$ cat config.mk
export PLATFORM = sky130hd
export DESIGN_NAME = bdbp_divider
export DESIGN_NICKNAME = d
export VERILOG_FILES = /design/src/design/bdbp_pkg.sv /design/src/design/bdbp_divider.sv
export SDC_FILE = /design/constraint.sdc
export NUM_CORES = 1
export LEC_CHECK = 0
export BUFFER_PORTS_ARGS = -buffer_cell sky130_fd_sc_hd__buf_2
export CAP_MARGIN = 20
export CORE_MARGIN = 3
export CORE_UTILIZATION = 45
export CTS_CLUSTER_DIAMETER = 150
export DETAILED_ROUTE_END_ITERATION = 6
export GPL_TIMING_DRIVEN = 0
export SYNTH_ARGS = -nofsm -noshare
export SYNTH_HDL_FRONTEND = slang
export SYNTH_SLANG_ARGS = --single-unit
$ cat constraint.sdc
create_clock -name clk -period 4 [get_ports clk]
set_input_delay 0.8 -clock clk [delete_from_list [all_inputs] [get_ports clk]]
set_output_delay 0.8 -clock clk [all_outputs]
set_load 0.03 [all_outputs]
$ cat src/design/bdbp_pkg.sv
// Package for the byte distribution bit predictor.
// Holds sizes, action codes and the sequencer state type; no dependencies.
package bdbp_pkg;
	localparam int SYMBOL_COUNT = 256;
	localparam int COUNT_BITS = 24;
	localparam int SYM_BITS = $clog2(SYMBOL_COUNT);
	localparam int SUM_BITS = COUNT_BITS + SYM_BITS;
	localparam int PROB_BITS = 16;
	localparam int DIV_BITS = SUM_BITS + PROB_BITS;

	typedef enum logic [1:0] {
		ACT_LOAD = 2'd0,
		ACT_OBSERVE = 2'd1,
		ACT_RESTART = 2'd2,
		ACT_NONE = 2'd3
	} action_t;

	typedef enum logic [3:0] {
		ST_IDLE,
		ST_SWEEP,
		ST_SWEEP_WAIT,
		ST_RD_LO,
		ST_RD_MID,
		ST_RD_HI,
		ST_RD_DONE,
		ST_DIVIDE,
		ST_ARGMAX,
		ST_ARGMAX_LAST,
		ST_DONE
	} state_t;
endpackage

$ cat src/design/bdbp_divider.sv
// Restoring divider, one quotient bit per cycle, for the bit probability.
// Depends on bdbp_pkg for widths.
module bdbp_divider (
	input logic clk,
	input logic arst_n,
	input logic start,
	input logic [bdbp_pkg::SUM_BITS-1:0] upper,
	input logic [bdbp_pkg::SUM_BITS-1:0] total,
	output logic done,
	output logic [bdbp_pkg::PROB_BITS-1:0] quotient
);
	localparam int CNT_BITS = $clog2(bdbp_pkg::DIV_BITS + 1);

	logic [bdbp_pkg::DIV_BITS-1:0] num_q;
	logic [bdbp_pkg::SUM_BITS:0] rem_q;
	logic [bdbp_pkg::SUM_BITS-1:0] den_q;
	logic [CNT_BITS-1:0] cnt_q;
	logic busy_q;
	logic [bdbp_pkg::SUM_BITS:0] trial;
	logic [bdbp_pkg::SUM_BITS:0] diff;

	assign trial = {rem_q[bdbp_pkg::SUM_BITS-1:0], num_q[bdbp_pkg::DIV_BITS-1]};
	assign diff = trial - {1'b0, den_q};

	always_ff @(posedge clk or negedge arst_n) begin
		if (!arst_n) begin
			busy_q <= 1'b0;
			cnt_q <= '0;
			done <= 1'b0;
		end else begin
			done <= 1'b0;
			if (start) begin
				busy_q <= 1'b1;
				cnt_q <= CNT_BITS'(bdbp_pkg::DIV_BITS);
			end else if (busy_q) begin
				cnt_q <= cnt_q - 1'b1;
				if (cnt_q == CNT_BITS'(1)) begin
					busy_q <= 1'b0;
					done <= 1'b1;
				end
			end
		end
	end

	always_ff @(posedge clk) begin
		if (start) begin
			num_q <= {upper, {bdbp_pkg::PROB_BITS{1'b0}}};
			rem_q <= '0;
			den_q <= total;
		end else if (busy_q) begin
			if (!diff[bdbp_pkg::SUM_BITS]) begin
				rem_q <= diff;
				num_q <= {num_q[bdbp_pkg::DIV_BITS-2:0], 1'b1};
			end else begin
				rem_q <= trial;
				num_q <= {num_q[bdbp_pkg::DIV_BITS-2:0], 1'b0};
			end
		end
	end

	// Quotient bits collect in the low end of num_q; clamp to 16 bits, and give one half (0x8000) when the total is zero.
	always_comb begin
		if (den_q == '0) begin
			quotient = bdbp_pkg::PROB_BITS'(1 << (bdbp_pkg::PROB_BITS - 1));
		end else if (|num_q[bdbp_pkg::DIV_BITS-1:bdbp_pkg::PROB_BITS]) begin
			quotient = '1;
		end else begin
			quotient = num_q[bdbp_pkg::PROB_BITS-1:0];
		end
	end
endmodule

After elaboration in Yosys (flattened, before gate mapping)
Cells that the tools add are included.
- reductions and logical operators: 3
- multiplexer cells: 14
- add/subtract/negate cells: 2
- equality and inequality tests: 1
- operator list (kind ; count):
    $mux W48 ; 2
    $sub A33 B32 Y33 ; 1
    $logic_not A32 Y1 ; 1
    $mux W16 ; 2
    $mux W32 ; 1
    $reduce_or A32 Y1 ; 1
    $mux W6 ; 2
    $mux W1 ; 7
    $eq A6 B1 Y1 const B ; 1
    $sub A6 B1 Y6 const B ; 1
    $reduce_bool A2 Y1 ; 1
- logic and storage cells: 27
- register bits: 120
- input bits: 67

Longest topological paths before layout
Gate-level depths: netlist of the first run.
- depth in word-level cells: 4
- depth in mapped cells: 13

Least setup slack after synthesis of the first run
OpenSTA, ideal clock, no wires.
- kind: register to register
- start point: register num_q[47] (netlist bit)
- end point: register rem_q[0] (netlist bit)
- stages on the path, launching flop included: 14
- setup time: 0.158 ns
- data arrival time: 2.386 ns
- data required time: 3.842 ns
- path slack: 1.456 ns
- cell sequence: edfxtp_1 inv_1 ha_1 fa_1 nor2b_1 o31a_1 o211ai_2 nand4b_1 a211oi_2 xnor2_2 buf_2 nand2_1 o211ai_1 o21ai_0
- longest elaborated chain between the ends: 2
- RTL lines (item ; line ; text):
    start, declared ; bdbp_divider.sv:14 ; logic [bdbp_pkg::DIV_BITS-1:0] num_q;
    start signal, assigned ; bdbp_divider.sv:47 ; num_q <= {upper, {bdbp_pkg::PROB_BITS{1'b0}}};
    start signal, assigned ; bdbp_divider.sv:53 ; num_q <= {num_q[bdbp_pkg::DIV_BITS-2:0], 1'b1};
    start signal, assigned ; bdbp_divider.sv:56 ; num_q <= {num_q[bdbp_pkg::DIV_BITS-2:0], 1'b0};
    $sub A33 B32 Y33 ; bdbp_divider.sv:23 ; assign diff = trial - {1'b0, den_q};
    $mux W32 * ; bdbp_divider.sv:51 ; if (!diff[bdbp_pkg::SUM_BITS]) begin
    end signal, assigned ; bdbp_divider.sv:52 ; rem_q <= diff;
    end signal, assigned ; bdbp_divider.sv:55 ; rem_q <= trial;
    end, declared ; bdbp_divider.sv:15 ; logic [bdbp_pkg::SUM_BITS:0] rem_q;
Every way passes the cells marked *; elsewhere a longest branch is shown, timed or not.
A chain may end at the register's enable or synchronous reset.

Worst setup path after layout of the first run
- start point: register den_q[26] (netlist bit)
- end point: output quotient[11] (netlist bit)
- longest elaborated chain between the ends: 2
- RTL lines (item ; line ; text):
    start, declared ; bdbp_divider.sv:16 ; logic [bdbp_pkg::SUM_BITS-1:0] den_q;
    start signal, assigned ; bdbp_divider.sv:49 ; den_q <= total;
    $logic_not A32 Y1 ; bdbp_divider.sv:63 ; if (den_q == '0) begin
    $mux W16 ; bdbp_divider.sv:63 ;
    end, declared ; bdbp_divider.sv:10 ; output logic [bdbp_pkg::PROB_BITS-1:0] quotient
No other way between the ends.

==> flow_summary.yaml, run 1 <==
outcome:
  outcome: "complete, no violations"
detailed_routing:
  vias_per_cell: 5.59
  dr_total_vias: 5504
  drc: 0
  routedWlPerCell_um: 17.0
  drt_wl_total_um: 16800
  drtAntennaViolNets: 0
  drtPass1Iterations: 4
  first_iter_violations: 316
placed_design:
  place_ws_ns: 0.794
  gp_congestion: 0.924
  dp_hpwl_um: 12300
  io_buffers: 83
timing:
  setup_viol: 0
  max_freq_ghz: 0.278
  final.setup.worst_slack_ns: 0.406
  hold_viol: 0
  min_period_ns: 3.59
  period_share_pct: 89.8
  report.final.slew_viol_count: 0
  rsz0062_at_grt: "no"
  worstMarginPinSlew_ns: 0.821
  finClkSkew_ns: 0.00788
  setup_tns_ns: 0
  max_slew_margin_pct: 45.2
synthesis:
  synth_top_cell_area_share_pct: 28.6
  synth.avg_cell_area_sq_um: 9.81
  yosysTopAreaCell: "edfxtp_1"
  synth_area_leaders: "edfxtp_1 (29%), dfxtp_1 (14%), ha_1 (6.3%)"
  yosysSeqAreaShare_pct: 45.9
  yosysUniqueCellTypes: 61
  async_flop_share_pct: 6.67
  synth_ff_type: "edfxtp_1"
  ys_ff_latch: 120
  yosys_warnings: 0
  netlist_area_sq_um: 6720
  synth_edf_count: 64
  syn_inst: 685
  synthesis.nets: 787
worst_setup_path:
  critPathTopFamily: "simple AND/OR/NAND/NOR gates"
  cp_num_buf_inv: 2
  crit_path_top_delay_cell: "nor4_1"
  crit_path_start_kind: "flop"
  crit_required_ns: 3.20
  critical_path.max_fanout: 10
  arrival_ns: 2.79
  path_cells: "nor4_1 > nand4_1 > nor2_1 > clkbuf_1 > nor2_1 > buf_2"
  cp-end-kind: "output pin"
  critPathKind: "flop to output pin"
  critPathMaxStageDelay_ns: 0.59
  crit_top_cell: "nor2_1"
layout:
  layout-drive-gt1-share_pct: 16.5
  area_growth_pct: 19.2
  antenna_cells: 0
  nets: 890
floorplanning:
  die_w_um: 128
  ioPinCount: 84
  initial_core_util_pct: 46.1
  die_y_um: 128
  num_rows: 44
  coreArea_sq_um: 14600
  dieArea_sq_um: 16400
clocking:
  post_cts_buffers: 0
  htreeDepth: 4
  cts-hold-fix-buffers: 0
  cts_tree: "yes"
  clock_path_buffers: 2
  clk_pin_slew_ns: 0.06
  ctsResizeCount: 0
  numCtsBuffers: 17
  cts_sinks: 120
  clockRootBuffer: "clkbuf_16"
  clock_latency_ns: 0.42
grt:
  grt_max_degree: 34
  grt_pass1_vias: 5407
  grt_remaining_overflow: 0
  grt.total_usage_pct: 20.7
  grt_pass1_wl_um: 26700
  antenna_found_initial: 0
worst_hold_path:
  worstHoldPathType: "primary input to asynchronous set/reset pin"
power_and_ir_drop:
  ir_drop_mv: 0.418
  p_leak_nw: 3.47
  powerDensity_nw_per_um2: 615
run:
  maxCapViolations: 0
==> metal layers <==
metal | track usage (%) | share of wire, % | vias up | wire length (um)
li1 | - | - | 2737 | -
met1 | 28.1 | 47 | 2557 | 7830
met2 | 32.8 | 45 | 186 | 7560
met3 | 4.67 | 6.3 | 24 | 1060
met4 | 7.05 | 1.8 | 0 | 298
met5 | 0 | 0 | - | 0
==> registers in the layout (all words and copies together) (netlist names) <==
register,count
cnt_q,6
busy_q,1
rem_q,32
num_q,48
done,1
den_q,32
==> worst paths after layout <==
path,end,slack [ns],from,depth (start not counted)
max,quotient[11],0.41,den_q[26]$_DFFE_PP_,6
min,done$_DFF_PN0_,0.22,arst_n,1
max reg2reg,rem_q[31]$_SDFFE_PP0P_,0.82,den_q[0]$_DFFE_PP_,12
min reg2reg,rem_q[25]$_SDFFE_PP0P_,0.50,rem_q[25]$_SDFFE_PP0P_,2
max in group asynchronous,cnt_q[3]$_DFFE_PN0P_,3.61,arst_n,1
min in group clk,rem_q[25]$_SDFFE_PP0P_,0.50,rem_q[25]$_SDFFE_PP0P_,2
==> final cells by class <==
class / count / area (sq um)
clock inverter: 7 / 77.6
buffer: 31 / 140
inverter: 42 / 158
sequential: 120 / 3080
timing repair buffer: 84 / 443
clock buffer: 25 / 538
multi-input combinational: 492 / 3340
tap: 184 / 230
fill: 1321 / 6580
==> worst reg2reg max path, stage by stage, from the launching register on <==
cell,delay (ns)
edfxtp_1,0.45
ha_1,0.24
fa_1,0.40
nor2b_1,0.22
o31a_1,0.23
o211ai_2,0.15
nand4b_1,0.17
a211oi_2,0.10
xnor2_2,0.42
buf_2,0.33
nor2_1,0.09
a21oi_1,0.15
o21ai_0,0.11
==> cells in the mapped netlist (4+ instances only) <==
master and n:
a211oi_1 22, a211oi_2 4, a21o_1 9, a21oi_1 38
a22o_1 32, buf_1 4, clkbuf_1 20, dfrtp_1 8
dfxtp_1 48, edfxtp_1 64, ha_1 34, inv_1 42
mux2i_1 36, nand2_1 39, nand2b_1 7, nand3_1 10
nand4_1 9, nor2_1 87, nor2b_1 4, nor3_1 23
nor4_1 18, o211ai_1 7, o21a_1 6, o21ai_0 28
xnor2_1 17, xor2_1 12
==> power by group <==
group          switching (mW)  internal [mW]
registers               0.160           1.50
clock network           0.558           1.00
logic                   0.971          0.742
==> logic make-up (layout without fill, tap and decap cells) <==
| family | Yosys count | count (layout) | synth area share [%] |
|---|---|---|---|
| AOI/OAI and AO/OA | 175 | 175 | 18.4 |
| xor gates and xnor gates | 30 | 30 | 4.02 |
| adders and majority gates | 35 | 35 | 6.63 |
| buffers and inverters | 73 | 189 | 4.43 |
| DFF | 120 | 120 | 45.9 |
| muxes | 36 | 36 | 5.36 |
| and+or+nand+nor | 216 | 216 | 15.3 |
==> per-stage QoR <==
stage          area, sq um  util, %  std cells  hold WS (ns)  total power [mW]
6_report              8010     54.9        985         0.218              4.93
5_1_grt               8010     54.9        985         0.216              5.22
4_1_cts               8010     54.9        985         0.211              4.94
3_5_place_dp          7390     50.7        953         0.491              3.36
3_3_place_gp          7370     50.5        952         0.483              3.33
2_1_floorplan         6720        -        685         0.453              2.96
==> cells in the final DEF, fill, tap and decap left out, types with 23 or more instances in the layout <==
master,Yosys,routed
nor2_1,87,87
buf_2,2,85
edfxtp_1,64,64
dfxtp_1,48,48
inv_1,42,42
nand2_1,39,39
a21oi_1,38,38
mux2i_1,36,36
ha_1,34,34
a22o_1,32,32
o21ai_0,28,28
nor3_1,23,23
Power figures use the tool's default switching activity.
==> run 2, diff against run 1 <==
==> constraint.sdc (replaced) <==
create_clock -name clk -period 3.59 [get_ports clk]
set_input_delay 0.718 -clock clk [delete_from_list [all_inputs] [get_ports clk]]
set_output_delay 0.718 -clock clk [all_outputs]
set_load 0.03 [all_outputs]
==> run 2 against run 1 <==
  * Wire length barely moved
  * Setup slack got worse by 0.17 ns
  * Hold slack got worse by 0.082 ns
  * Design area barely moved
  * Utilization barely moved
  * Global-route usage did not move
  * Largest cell class unchanged
==> flow_summary.yaml, run 2 (same netlist as run 1, synthesis figures left out) <==
layout:
  top_register: "num_q"
  fillers: 1321
  multiInputGateArea_sq_um: 3340
  seqCellArea_sq_um: 3080
  largest_reg_flops: 48
  area_growth_pct: 19.2
  finalNonFillerCells: 985
  final_cell_mix: "nor2_1 (86), buf_2 (85), edfxtp_1 (64), dfxtp_1 (48), inv_1 (42)"
  final_common_cell: "nor2_1"
  nets: 890
  final_util_pct: 54.9
  largestRegisters: "num_q x48, den_q x32, rem_q x32"
  layout-drive-gt1-share_pct: 16.6
  antenna_cells: 0
worst_setup_path:
  critical_path.max_fanout: 10
  crit_required_ns: 2.87
  critPathKind: "flop to output pin"
  crit_path_start_kind: "flop"
  arrival_ns: 2.64
  cp-end-kind: "output pin"
timing:
  report.final.slew_viol_count: 0
  period_share_pct: 93.5
  rsz0062_at_grt: "no"
  setup_tns_ns: 0
  min_period_ns: 3.36
  hold_viol: 0
  max_slew_margin_pct: 45.2
  finClkSkew_ns: 0.00798
  worstMarginPinSlew_ns: 0.822
  setup_viol: 0
  max_freq_ghz: 0.298
power_and_ir_drop:
  pwr-share-seq_pct: 33.6
  power.total_mw: 5.49
  pwr-share-clk_pct: 31.6
  powerDensity_nw_per_um2: 686
  ir_drop_mv: 0.466
  power.internal_mw: 3.61
  p_sw_mw: 1.88
  netSwitchingFraction_pct: 34.3
  comb_power_share_pct: 34.7
  p_leak_nw: 3.47
clocking:
  clockRootBuffer: "clkbuf_16"
  cts_tree: "yes"
  clk_pin_slew_ns: 0.06
  cts_sinks: 120
  post_cts_buffers: 0
  clock_path_buffers: 2
  clock_latency_ns: 0.42
  numCtsBuffers: 17
  htreeDepth: 4
  cts-hold-fix-buffers: 0
  ctsResizeCount: 0
detailed_routing:
  drtPass1Iterations: 4
  drt_wl_total_um: 16800
  drc: 0
  drtAntennaViolNets: 0
  dr_total_vias: 5507
  routedWlPerCell_um: 17.0
  vias_per_cell: 5.59
  first_iter_violations: 318
floorplanning:
  coreArea_sq_um: 14600
  num_rows: 44
  ioPinCount: 84
  die_y_um: 128
  die_w_um: 128
  dieArea_sq_um: 16400
  initial_core_util_pct: 46.1
run:
  maxCapViolations: 0
placed_design:
  dp_hpwl_um: 12300
  place_inst: 953
  gp_congestion: 0.924
  io_buffers: 83
grt:
  grt_remaining_overflow: 0
  antenna_found_initial: 0
  grt_pass1_wl_um: 26700
  grt.total_usage_pct: 20.7
  grt_pass1_vias: 5407
  grt_max_degree: 34
worst_hold_path:
  worstHoldPathType: "primary input to asynchronous set/reset pin"
outcome:
  outcome: "complete, no violations"
[run 2: cell count changes in the layout (fill, tap and decap cells not counted)]
cell / previous run / this run
nor2_1: 87 / 86
nor2_2: 0 / 1
[run 2: per-layer routing]
layer | share of wire, % | up-vias | GRT usage, % | routed length, um
li1 | - | 2737 | - | -
met1 | 47 | 2560 | 28.1 | 7840
met2 | 45 | 186 | 32.8 | 7560
met3 | 6.3 | 24 | 4.67 | 1060
met4 | 1.8 | 0 | 7.05 | 298
met5 | 0 | - | 0 | 0
[run 2: path summary, 6_finish.rpt]
path,from,slack (ns),cells after the start,end
max in group asynchronous,arst_n,3.28,1,cnt_q[3]$_DFFE_PN0P_
setup / recovery,den_q[26]$_DFFE_PP_,0.23,6,quotient[11]
hold reg to reg,rem_q[25]$_SDFFE_PP0P_,0.50,2,rem_q[25]$_SDFFE_PP0P_
setup reg to reg,den_q[0]$_DFFE_PP_,0.41,12,rem_q[31]$_SDFFE_PP0P_
min in group clk,total[8],0.47,1,den_q[8]$_DFFE_PP_
hold / removal,arst_n,0.14,1,done$_DFF_PN0_
[run 2: cell type report]
| type | count | area share, % |
|---|---|---|
| sequential | 120 | 38.5 |
| buffer | 31 | 1.75 |
| multi-input combinational | 492 | 41.7 |
| inverter | 42 | 1.97 |
| tap | 184 | 2.87 |
| clock inverter | 7 | 0.968 |
| clock buffer | 25 | 6.72 |
| timing repair buffer | 84 | 5.53 |
[run 2: power groups by stage]
stage          clock network [mW]  registers (mW)  logic [mW]
6_report                     1.74            1.85        1.91
3_5_place_dp                    0            1.87        1.88
3_3_place_gp                    0            1.86        1.85
5_1_grt                      1.83            1.87        2.12
4_1_cts                      1.76            1.84        1.89
2_1_floorplan                   0            1.81        1.49
[run 2: worst max-delay path, cell delays in order (launching register included)]
cell and delay [ns]:
edfxtp_1 0.39, nor4_1 0.59, nand4_1 0.23, nor2_2 0.37
clkbuf_1 0.35, nor2_1 0.10, buf_2 0.19
[run 2: per-stage QoR]
stage / setup slack (ns) / hold slack, ns / cell area [sq um]
CTS: 0.0453 / 0.129 / 8010
finish: 0.233 / 0.136 / 8010
floorplan: 1.05 / 0.422 / 6720
global placement: 0.382 / 0.483 / 7370
global route: 0.00485 / 0.134 / 8010
detailed placement: 0.466 / 0.491 / 7390
